===== src/sv/ecgs_pkg.sv =====
// ============================================================================
// ecgs_pkg
// Shared widths, types and controller codes for the eye-center score block.
// ============================================================================
package ecgs_pkg;

    localparam int COORD_BITS     = 10;
    localparam int GRAD_FRAC_BITS = 14;
    localparam int ACC_BITS       = 50;

    localparam int GRAD_W  = GRAD_FRAC_BITS + 2;      // gradient word
    localparam int DISP_W  = COORD_BITS + 1;          // signed displacement
    localparam int PROD_W  = DISP_W + GRAD_W;         // d * g
    localparam int DOT_W   = PROD_W + 1;              // dx*gx + dy*gy
    localparam int DSQ_W   = 2 * COORD_BITS;          // dx * dx
    localparam int MAG_W   = DSQ_W + 1;               // |d|^2
    localparam int SQ_W    = 2 * (DOT_W - 1);         // dot^2, dot > 0
    localparam int DIV_STEPS = (SQ_W + 1) / 2;        // two quotient bits a cycle
    localparam int DVD_W   = 2 * DIV_STEPS;
    localparam int CNT_W   = (DIV_STEPS > 1) ? $clog2(DIV_STEPS) : 1;
    localparam int SUM_W   = ((DVD_W > ACC_BITS) ? DVD_W : ACC_BITS) + 1;

    localparam logic [ACC_BITS-1:0] ACC_MAX = {ACC_BITS{1'b1}};

    typedef enum logic [2:0] {
        S_IDLE,
        S_MUL,
        S_DOT,
        S_SQUARE,
        S_DIV,
        S_ACC
    } state_t;

    typedef struct packed {
        logic load;
        logic mul;
        logic dot;
        logic square;
        logic div_step;
        logic accum;
        logic emit;
    } cmd_t;

    typedef struct packed {
        logic dot_pos;
        logic last;
    } status_t;

endpackage


===== src/sv/ecgs_if.sv =====
// ============================================================================
// ecgs_if
// Valid/ready channels: gradient sample word in, score word out.
// ============================================================================
interface ecgs_sample_if;
    import ecgs_pkg::*;

    logic                     valid;
    logic                     ready;
    logic [COORD_BITS-1:0]    center_x;
    logic [COORD_BITS-1:0]    center_y;
    logic [COORD_BITS-1:0]    point_x;
    logic [COORD_BITS-1:0]    point_y;
    logic signed [GRAD_W-1:0] grad_x;
    logic signed [GRAD_W-1:0] grad_y;
    logic                     last;

    modport source (output valid, center_x, center_y, point_x, point_y,
                    grad_x, grad_y, last, input ready);
    modport sink   (input valid, center_x, center_y, point_x, point_y,
                    grad_x, grad_y, last, output ready);
endinterface

interface ecgs_result_if;
    import ecgs_pkg::*;

    logic                valid;
    logic                ready;
    logic [ACC_BITS-1:0] score;
    logic                overflow;

    modport source (output valid, score, overflow, input ready);
    modport sink   (input valid, score, overflow, output ready);
endinterface


===== src/sv/ecgs_datapath.sv =====
// ============================================================================
// ecgs_datapath
// Displacement, dot product, square, radix-4 restoring divide, saturating sum.
// ============================================================================
module ecgs_datapath (
    input  logic                             clk,
    input  logic                             rst_n,
    input  logic [ecgs_pkg::COORD_BITS-1:0]  center_x,
    input  logic [ecgs_pkg::COORD_BITS-1:0]  center_y,
    input  logic [ecgs_pkg::COORD_BITS-1:0]  point_x,
    input  logic [ecgs_pkg::COORD_BITS-1:0]  point_y,
    input  logic signed [ecgs_pkg::GRAD_W-1:0] grad_x,
    input  logic signed [ecgs_pkg::GRAD_W-1:0] grad_y,
    input  logic                             last,
    input  ecgs_pkg::cmd_t                   cmd,
    output ecgs_pkg::status_t                status,
    output logic [ecgs_pkg::ACC_BITS-1:0]    score,
    output logic                             overflow
);
    import ecgs_pkg::*;

    logic signed [DISP_W-1:0] dx_reg, dy_reg;
    logic signed [GRAD_W-1:0] gx_reg, gy_reg;
    logic                     last_reg;
    logic signed [PROD_W-1:0] pxx_reg, pyy_reg;
    logic [DSQ_W-1:0]         mxx_reg, myy_reg;
    logic signed [DOT_W-1:0]  dot_reg;
    logic [MAG_W-1:0]         mag_reg;
    logic                     dot_pos_reg;
    logic [DVD_W-1:0]         dvd_reg, dvd_next;
    logic [MAG_W-1:0]         rem_reg, rem_next;
    logic [ACC_BITS-1:0]      acc_reg, acc_next;
    logic                     sat_reg, sat_next;
    logic [ACC_BITS-1:0]      score_reg;
    logic                     overflow_reg;

    logic signed [DOT_W-1:0]  dot_sum;
    logic [DOT_W-2:0]         dot_mag;
    logic [SQ_W-1:0]          dot_sq;
    logic [SUM_W-1:0]         sum;
    logic                     sum_ovf;

    assign dot_sum = {pxx_reg[PROD_W-1], pxx_reg} + {pyy_reg[PROD_W-1], pyy_reg};
    assign dot_mag = dot_reg[DOT_W-2:0];
    assign dot_sq  = SQ_W'(dot_mag) * SQ_W'(dot_mag);

    // two restoring steps per cycle; remainder always below mag
    always_comb
    begin
        logic [MAG_W:0]   trial;
        logic [MAG_W-1:0] rem_v;
        logic [DVD_W-1:0] dvd_v;
        rem_v = rem_reg;
        dvd_v = dvd_reg;
        for (int i = 0; i < 2; i++)
        begin
            trial = {rem_v, dvd_v[DVD_W-1]};
            dvd_v = {dvd_v[DVD_W-2:0], 1'b0};
            if (trial >= {1'b0, mag_reg})
            begin
                trial    = trial - {1'b0, mag_reg};
                dvd_v[0] = 1'b1;
            end
            rem_v = trial[MAG_W-1:0];
        end
        rem_next = rem_v;
        dvd_next = dvd_v;
    end

    assign sum     = SUM_W'(acc_reg) + SUM_W'(dvd_reg);
    assign sum_ovf = sum > SUM_W'(ACC_MAX);

    always_comb
    begin
        acc_next = acc_reg;
        sat_next = sat_reg;
        if (dot_pos_reg)
        begin
            acc_next = sum_ovf ? ACC_MAX : sum[ACC_BITS-1:0];
            sat_next = sat_reg | sum_ovf;
        end
    end

    // payload pipeline
    always_ff @(posedge clk)
    begin
        if (cmd.load)
        begin
            dx_reg   <= $signed({1'b0, point_x}) - $signed({1'b0, center_x});
            dy_reg   <= $signed({1'b0, point_y}) - $signed({1'b0, center_y});
            gx_reg   <= grad_x;
            gy_reg   <= grad_y;
            last_reg <= last;
        end
        if (cmd.mul)
        begin
            pxx_reg <= PROD_W'(dx_reg) * PROD_W'(gx_reg);
            pyy_reg <= PROD_W'(dy_reg) * PROD_W'(gy_reg);
            mxx_reg <= DSQ_W'(dx_reg) * DSQ_W'(dx_reg);
            myy_reg <= DSQ_W'(dy_reg) * DSQ_W'(dy_reg);
        end
        if (cmd.dot)
        begin
            dot_reg     <= dot_sum;
            mag_reg     <= {1'b0, mxx_reg} + {1'b0, myy_reg};
            dot_pos_reg <= !dot_sum[DOT_W-1] && (dot_sum != '0);
        end
        if (cmd.square)
        begin
            dvd_reg <= DVD_W'(dot_sq);
            rem_reg <= '0;
        end
        else if (cmd.div_step)
        begin
            dvd_reg <= dvd_next;
            rem_reg <= rem_next;
        end
        if (cmd.emit)
        begin
            score_reg    <= acc_next;
            overflow_reg <= sat_next;
        end
    end

    // run state
    always_ff @(posedge clk or negedge rst_n)
    begin
        if (!rst_n)
        begin
            acc_reg <= '0;
            sat_reg <= 1'b0;
        end
        else if (cmd.accum)
        begin
            if (cmd.emit)
            begin
                acc_reg <= '0;
                sat_reg <= 1'b0;
            end
            else
            begin
                acc_reg <= acc_next;
                sat_reg <= sat_next;
            end
        end
    end

    assign status.dot_pos = dot_pos_reg;
    assign status.last    = last_reg;
    assign score          = score_reg;
    assign overflow       = overflow_reg;

endmodule


===== src/sv/ecgs_ctrl.sv =====
// ============================================================================
// ecgs_ctrl
// Sequencer for one sample word; owns the result valid flag.
// ============================================================================
module ecgs_ctrl (
    input  logic              clk,
    input  logic              rst_n,
    input  logic              in_valid,
    output logic              in_ready,
    output logic              out_valid,
    input  logic              out_ready,
    input  ecgs_pkg::status_t status,
    output ecgs_pkg::cmd_t    cmd
);
    import ecgs_pkg::*;

    state_t           state_reg, state_next;
    logic [CNT_W-1:0] cnt_reg, cnt_next;
    logic             out_valid_reg, out_valid_next;
    logic             out_busy;

    assign out_busy = out_valid_reg && !out_ready;

    always_ff @(posedge clk or negedge rst_n)
    begin
        if (!rst_n)
        begin
            state_reg     <= S_IDLE;
            cnt_reg       <= '0;
            out_valid_reg <= 1'b0;
        end
        else
        begin
            state_reg     <= state_next;
            cnt_reg       <= cnt_next;
            out_valid_reg <= out_valid_next;
        end
    end

    always_comb
    begin
        state_next = state_reg;
        cnt_next   = cnt_reg;
        cmd        = '0;
        in_ready   = 1'b0;
        unique case (state_reg)
            S_IDLE:
            begin
                in_ready = 1'b1;
                if (in_valid)
                begin
                    cmd.load   = 1'b1;
                    state_next = S_MUL;
                end
            end
            S_MUL:
            begin
                cmd.mul    = 1'b1;
                state_next = S_DOT;
            end
            S_DOT:
            begin
                cmd.dot    = 1'b1;
                state_next = S_SQUARE;
            end
            S_SQUARE:
            begin
                cmd.square = 1'b1;
                cnt_next   = '0;
                state_next = status.dot_pos ? S_DIV : S_ACC;
            end
            S_DIV:
            begin
                cmd.div_step = 1'b1;
                cnt_next     = cnt_reg + 1'b1;
                if (cnt_reg == CNT_W'(DIV_STEPS - 1))
                begin
                    state_next = S_ACC;
                end
            end
            S_ACC:
            begin
                // a last word waits for the output register to free up
                if (!(status.last && out_busy))
                begin
                    cmd.accum  = 1'b1;
                    cmd.emit   = status.last;
                    state_next = S_IDLE;
                end
            end
            default:
            begin
                state_next = S_IDLE;
            end
        endcase
    end

    always_comb
    begin
        out_valid_next = out_valid_reg && !out_ready;
        if (cmd.emit)
        begin
            out_valid_next = 1'b1;
        end
    end

    assign out_valid = out_valid_reg;

    a_accept_starts: assert property (@(posedge clk) disable iff (!rst_n)
        (in_valid && in_ready) |=> (state_reg == S_MUL))
        else $error("accepted word did not start the sequence");

    a_emit_source: assert property (@(posedge clk) disable iff (!rst_n)
        $rose(out_valid_reg) |-> $past(state_reg == S_ACC && status.last))
        else $error("result raised outside a last-word accumulate");

    a_no_overwrite: assert property (@(posedge clk) disable iff (!rst_n)
        cmd.emit |-> (!out_valid_reg || out_ready))
        else $error("result overwritten before it was taken");

    a_div_count: assert property (@(posedge clk) disable iff (!rst_n)
        (state_reg == S_DIV) |-> (cnt_reg <= CNT_W'(DIV_STEPS - 1)))
        else $error("divide step counter out of range");

endmodule


===== src/sv/eye_center_gradient_score.sv =====
// ============================================================================
// eye_center_gradient_score
// Eye-center objective for one candidate center over a stream of gradients.
//
// Each sample word carries a pixel position, its gradient (signed Q1.14) and
// the candidate center. The block forms d = p - c and t = d.g; when t > 0 it
// adds floor(t*t / |d|^2) to a 50-bit accumulator that sticks at all ones and
// sets overflow. Words with t <= 0, d = 0 among them, add nothing. On the word
// flagged last one result word (score in 2^-28 units, overflow) is issued and
// the run state clears. A word steps through capture, multiply, dot sum,
// square, the restoring divider and accumulate; when t <= 0 the divider is
// skipped. The divider retires two quotient bits per cycle over the 54-bit
// square. A new word is taken while the previous result still waits in the
// output register; only a last word that finds that register full holds in
// its accumulate cycle.
// ============================================================================
module eye_center_gradient_score (
    input  logic        clk,
    input  logic        rst_n,
    ecgs_sample_if.sink sample,
    ecgs_result_if.source result
);
    import ecgs_pkg::*;

    cmd_t    cmd;
    status_t status;

    // sequencer: handshakes and command strobes
    ecgs_ctrl u_ctrl (
        .clk       (clk),
        .rst_n     (rst_n),
        .in_valid  (sample.valid),
        .in_ready  (sample.ready),
        .out_valid (result.valid),
        .out_ready (result.ready),
        .status    (status),
        .cmd       (cmd)
    );

    // arithmetic, run accumulator and result payload
    ecgs_datapath u_datapath (
        .clk      (clk),
        .rst_n    (rst_n),
        .center_x (sample.center_x),
        .center_y (sample.center_y),
        .point_x  (sample.point_x),
        .point_y  (sample.point_y),
        .grad_x   (sample.grad_x),
        .grad_y   (sample.grad_y),
        .last     (sample.last),
        .cmd      (cmd),
        .status   (status),
        .score    (result.score),
        .overflow (result.overflow)
    );

endmodule

===== src/flat_wrapper.sv =====
// flat-port wrapper written by rule: the top's interface ports become plain ports
module eye_center_gradient_score_flat import ecgs_pkg::*;
  (clk, rst_n, sample_valid, sample_center_x, sample_center_y, sample_point_x, sample_point_y, sample_grad_x, sample_grad_y, sample_last, sample_ready, result_valid, result_score, result_overflow, result_ready);
  ecgs_sample_if sample_i ();
  ecgs_result_if result_i ();
  input  logic clk;
  input  logic rst_n;
  input wire logic [$bits(sample_i.valid)-1:0] sample_valid;
  input wire logic [$bits(sample_i.center_x)-1:0] sample_center_x;
  input wire logic [$bits(sample_i.center_y)-1:0] sample_center_y;
  input wire logic [$bits(sample_i.point_x)-1:0] sample_point_x;
  input wire logic [$bits(sample_i.point_y)-1:0] sample_point_y;
  input wire logic [$bits(sample_i.grad_x)-1:0] sample_grad_x;
  input wire logic [$bits(sample_i.grad_y)-1:0] sample_grad_y;
  input wire logic [$bits(sample_i.last)-1:0] sample_last;
  output wire logic [$bits(sample_i.ready)-1:0] sample_ready;
  output wire logic [$bits(result_i.valid)-1:0] result_valid;
  output wire logic [$bits(result_i.score)-1:0] result_score;
  output wire logic [$bits(result_i.overflow)-1:0] result_overflow;
  input wire logic [$bits(result_i.ready)-1:0] result_ready;
  assign sample_i.valid = sample_valid;
  assign sample_i.center_x = sample_center_x;
  assign sample_i.center_y = sample_center_y;
  assign sample_i.point_x = sample_point_x;
  assign sample_i.point_y = sample_point_y;
  assign sample_i.grad_x = sample_grad_x;
  assign sample_i.grad_y = sample_grad_y;
  assign sample_i.last = sample_last;
  assign sample_ready = sample_i.ready;
  assign result_valid = result_i.valid;
  assign result_score = result_i.score;
  assign result_overflow = result_i.overflow;
  assign result_i.ready = result_ready;
  eye_center_gradient_score u_core (.clk(clk), .rst_n(rst_n), .sample(sample_i), .result(result_i));
endmodule

===== config.mk =====
export PLATFORM = sky130hd
export DESIGN_NAME = eye_center_gradient_score_flat
export DESIGN_NICKNAME = d
export VERILOG_FILES = /design/src/sv/ecgs_pkg.sv /design/src/sv/ecgs_if.sv /design/src/sv/ecgs_datapath.sv /design/src/sv/ecgs_ctrl.sv /design/src/sv/eye_center_gradient_score.sv /design/src/flat_wrapper.sv
export SDC_FILE = /design/constraint.sdc
export NUM_CORES = 2
export LEC_CHECK = 0
export ABC_CLOCK_PERIOD_IN_PS = 24300
export BUFFER_PORTS_ARGS = -buffer_cell sky130_fd_sc_hd__clkbuf_2
export CORE_MARGIN = 3
export CORE_UTILIZATION = 40
export DETAILED_ROUTE_END_ITERATION = 7
export HOLD_SLACK_MARGIN = 0.12
export SLEW_MARGIN = 20
export SYNTH_ARGS = -nofsm -noshare
export SYNTH_HDL_FRONTEND = slang
export SYNTH_SLANG_ARGS = --single-unit

===== constraint.sdc =====
create_clock -name clk -period 24.3 [get_ports clk]
set_input_delay 1.215 -clock clk [delete_from_list [all_inputs] [get_ports clk]]
set_output_delay 1.215 -clock clk [all_outputs]
set_load 0.03 [all_outputs]

==> flow_metrics.env <==
export IMPL_status="completed"
export IMPL_grt_first_pass_wirelength_microns=247000
export IMPL_synth_edf_count=301
export IMPL_clk_insertion_delay_late_ns=0.63
export IMPL_clock_sinks=382
export IMPL_wl_microns=147000
export IMPL_synth_seq_cells=382
export IMPL_gp_congestion=0.909
export IMPL_timing_final_ws_setup_ns=14.81
export IMPL_slew_headroom_pct=24.7
export IMPL_min_period_over_period_pct=39.1
export IMPL_htree_num_levels=2
export IMPL_critPathKind="register to register"
export IMPL_cp_max_fo=20
export IMPL_n_fill_cell=14979
export IMPL_async_flop_share_pct=15.7
export IMPL_crit_start="u_core.u_datapath.dot_reg[5]"
export IMPL_grt_max_degree=96
export IMPL_dr_wl_met2_microns=73700
export IMPL_ys_flop_type="edfxtp_1"
export IMPL_netlist_area_sq_um=62500
export IMPL_antenna_cells=0
export IMPL_drtAntennaViolNets=0
export IMPL_fin_hold_ws_ns=0.483
export IMPL_drt_iter0_drc=2275
export IMPL_grt_usage_pct=18.9
export IMPL_end_kind="register"
export IMPL_clk_path_buf_depth=3
export IMPL_cts_resized=0
export IMPL_fp_dieH_microns=401
export IMPL_wl_met3_microns=5230
export IMPL_synthCells=6557
export IMPL_drt_pre_antenna_iters=5
export IMPL_dp_hpwl_microns=116000
export IMPL_cts_made_buffers=47
export IMPL_cts_tree="done"
export IMPL_initial_utilization_pct=40.4
export IMPL_fmax_mhz=105
export IMPL_tightestPinTransition_ns=1.13
export IMPL_yosysUniqueCellTypes=80
export IMPL_multiInputGateArea_sq_um=45100
export IMPL_post_route_util_pct=43.2
export IMPL_hp_class="register to register"
export IMPL_setup_viol=0
export IMPL_ff_latch_area_sq_um=11000
export IMPL_postCtsHoldBufs=0
export IMPL_remaining_drc_errors=0
export IMPL_port_buffers=129
export IMPL_overflow=0
export IMPL_num_io_pins=130
export IMPL_coreArea_sq_um=155000
export IMPL_seq_area_frac_synth_pct=17.5
export IMPL_cts_setup_buffers=0
export IMPL_cp_required_ns=24.64
export IMPL_chipWidth_microns=401
export IMPL_wl_met1_microns=63700
export IMPL_top_layer="met4"
export IMPL_placementRows=144
export IMPL_area_growth_pct=6.98
export IMPL_antenna_found_initial=0
export IMPL_place_ws_ns=14.89
export IMPL_rsz0062_at_grt="no"
export IMPL_synth_nets=8274
export IMPL_die_area_sq_um=161000
export IMPL_via_per_inst=5.04
export IMPL_period_minus_slack_ns=9.49
export IMPL_grt_pass1_vias=47014
export IMPL_drv_slew=0
export IMPL_clock_skew_final_ns=0.0363
export IMPL_hold_violations=0
export IMPL_worst_r2r_setup_slack_ns=14.81
export IMPL_largest_reg_flops=54
export IMPL_fin_nets=8284
export IMPL_cp_data_arrival_time_ns=9.83
export IMPL_syn_avg_cell_area_sq_um=9.54
export IMPL_drive_gt1_share_pct=4.93
export IMPL_yosys_warnings=0
export IMPL_num_vias=43604
export IMPL_root_buffer="clkbuf_16"
export IMPL_r2r_start="u_core.u_datapath.dot_reg[5]"
export IMPL_clkTransAtPathRegs_ns=0.06
export IMPL_hp_start="u_core.u_datapath.rem_reg[12]"
export IMPL_setup_tns_ns=0
export IMPL_cap_violations=0
export IMPL_wl_per_cell_microns=17.0
export IMPL_crit_path_start_kind="register"
-- critical path, stage by stage (launching register included) --
cell and delay [ns]:
edfxtp_1 1.00, clkinv_1 0.86, nor2_1 0.41, inv_1 0.11, fa_1 0.50, inv_1 0.05
fa_1 0.46, fa_1 0.51, inv_1 0.05, fa_1 0.50, inv_1 0.05, fa_1 0.46
fa_1 0.54, inv_1 0.05, fa_1 0.52, inv_1 0.04, ha_1 0.36, nand4_1 0.14
nor3_1 0.27, o2111ai_1 0.20, a311oi_1 0.63, o21ai_0 0.34, o31ai_1 0.50, o2111ai_1 0.19
o21ai_0 0.23, xnor2_1 0.14, o21ai_0 0.08
-- cells in the mapped netlist (94+ instances only) --
library cell | number | area (sq um)
a21o_1 | 152 | 1140
a21oi_1 | 229 | 1150
and2_1 | 399 | 2500
clkbuf_1 | 210 | 788
edfxtp_1 | 301 | 9040
fa_1 | 1079 | 21600
ha_1 | 561 | 7020
inv_1 | 1484 | 5570
nand2_1 | 584 | 2190
nor2_1 | 261 | 980
o21ai_0 | 208 | 1040
xnor2_1 | 194 | 1700
xor2_1 | 94 | 823
-- cell usage in the layout, fill, tap and decap left out, drive strengths merged, types with 30 or more instances in the layout --
cell,count
o21a,40
edfxtp,301
nand3,53
o21ai,212
inv,1488
xnor2,194
nand2b,78
nor2b,38
and2,400
a21o,152
fa,1079
ha,561
a31oi,58
nor2,261
a21oi,229
and3,30
buf,66
xor2,94
nor3,49
dfrtp,60
nand2,584
clkbuf,184
-- cell families (layout without fill, tap and decap cells) --
kind of cell	count (synthesis)	after routing	share of synthesized area, %
buffers and inverters	1722	1771	10.4
adders and majority gates	1640	1640	45.8
and+or+nand+nor	1599	1599	12.5
AOI/OAI and AO/OA	891	891	9.15
DFF	382	382	17.5
xor gates and xnor gates	288	288	4.03
muxes	35	35	0.582
-- worst paths after layout --
check,cells after the start,endpoint
max,26,u_core.u_datapath.dvd_reg[46]
min,2,u_core.u_datapath.rem_reg[12]
max reg2reg,26,u_core.u_datapath.dvd_reg[46]
min reg2reg,2,u_core.u_datapath.rem_reg[12]
max in group asynchronous,2,u_core.u_datapath.acc_reg[41]
min in group asynchronous,2,u_core.u_datapath.acc_reg[19]
-- area by class of cell --
| class | instances | area share, % |
|---|---|---|
| Clock buffer | 55 | 1.83 |
| Clock inverter | 33 | 0.460 |
| Inverter | 1488 | 8.35 |
| Multi-Input combinational cell | 4453 | 67.4 |
| Sequential cell | 382 | 16.4 |
| Tap cell | 2044 | 3.82 |
| Timing Repair Buffer | 195 | 1.71 |
-- through the flow --
stage,area [sq um],instances
after floorplan,62500,6557
after global placement,65400,8562
after detailed placement,65400,8562
after CTS,66900,8650
after global routing,66900,8650
final,66900,8650
-- layer usage --
layer	GRT usage, %	up-vias
li1	-	20530
met1	24.5	22057
met2	33.4	814
met3	1.69	203
met4	5.67	0
met5	0	-
Power is not shown: default switching activity piles up to over one toggle a cycle in this logic, so the estimate is an artifact.
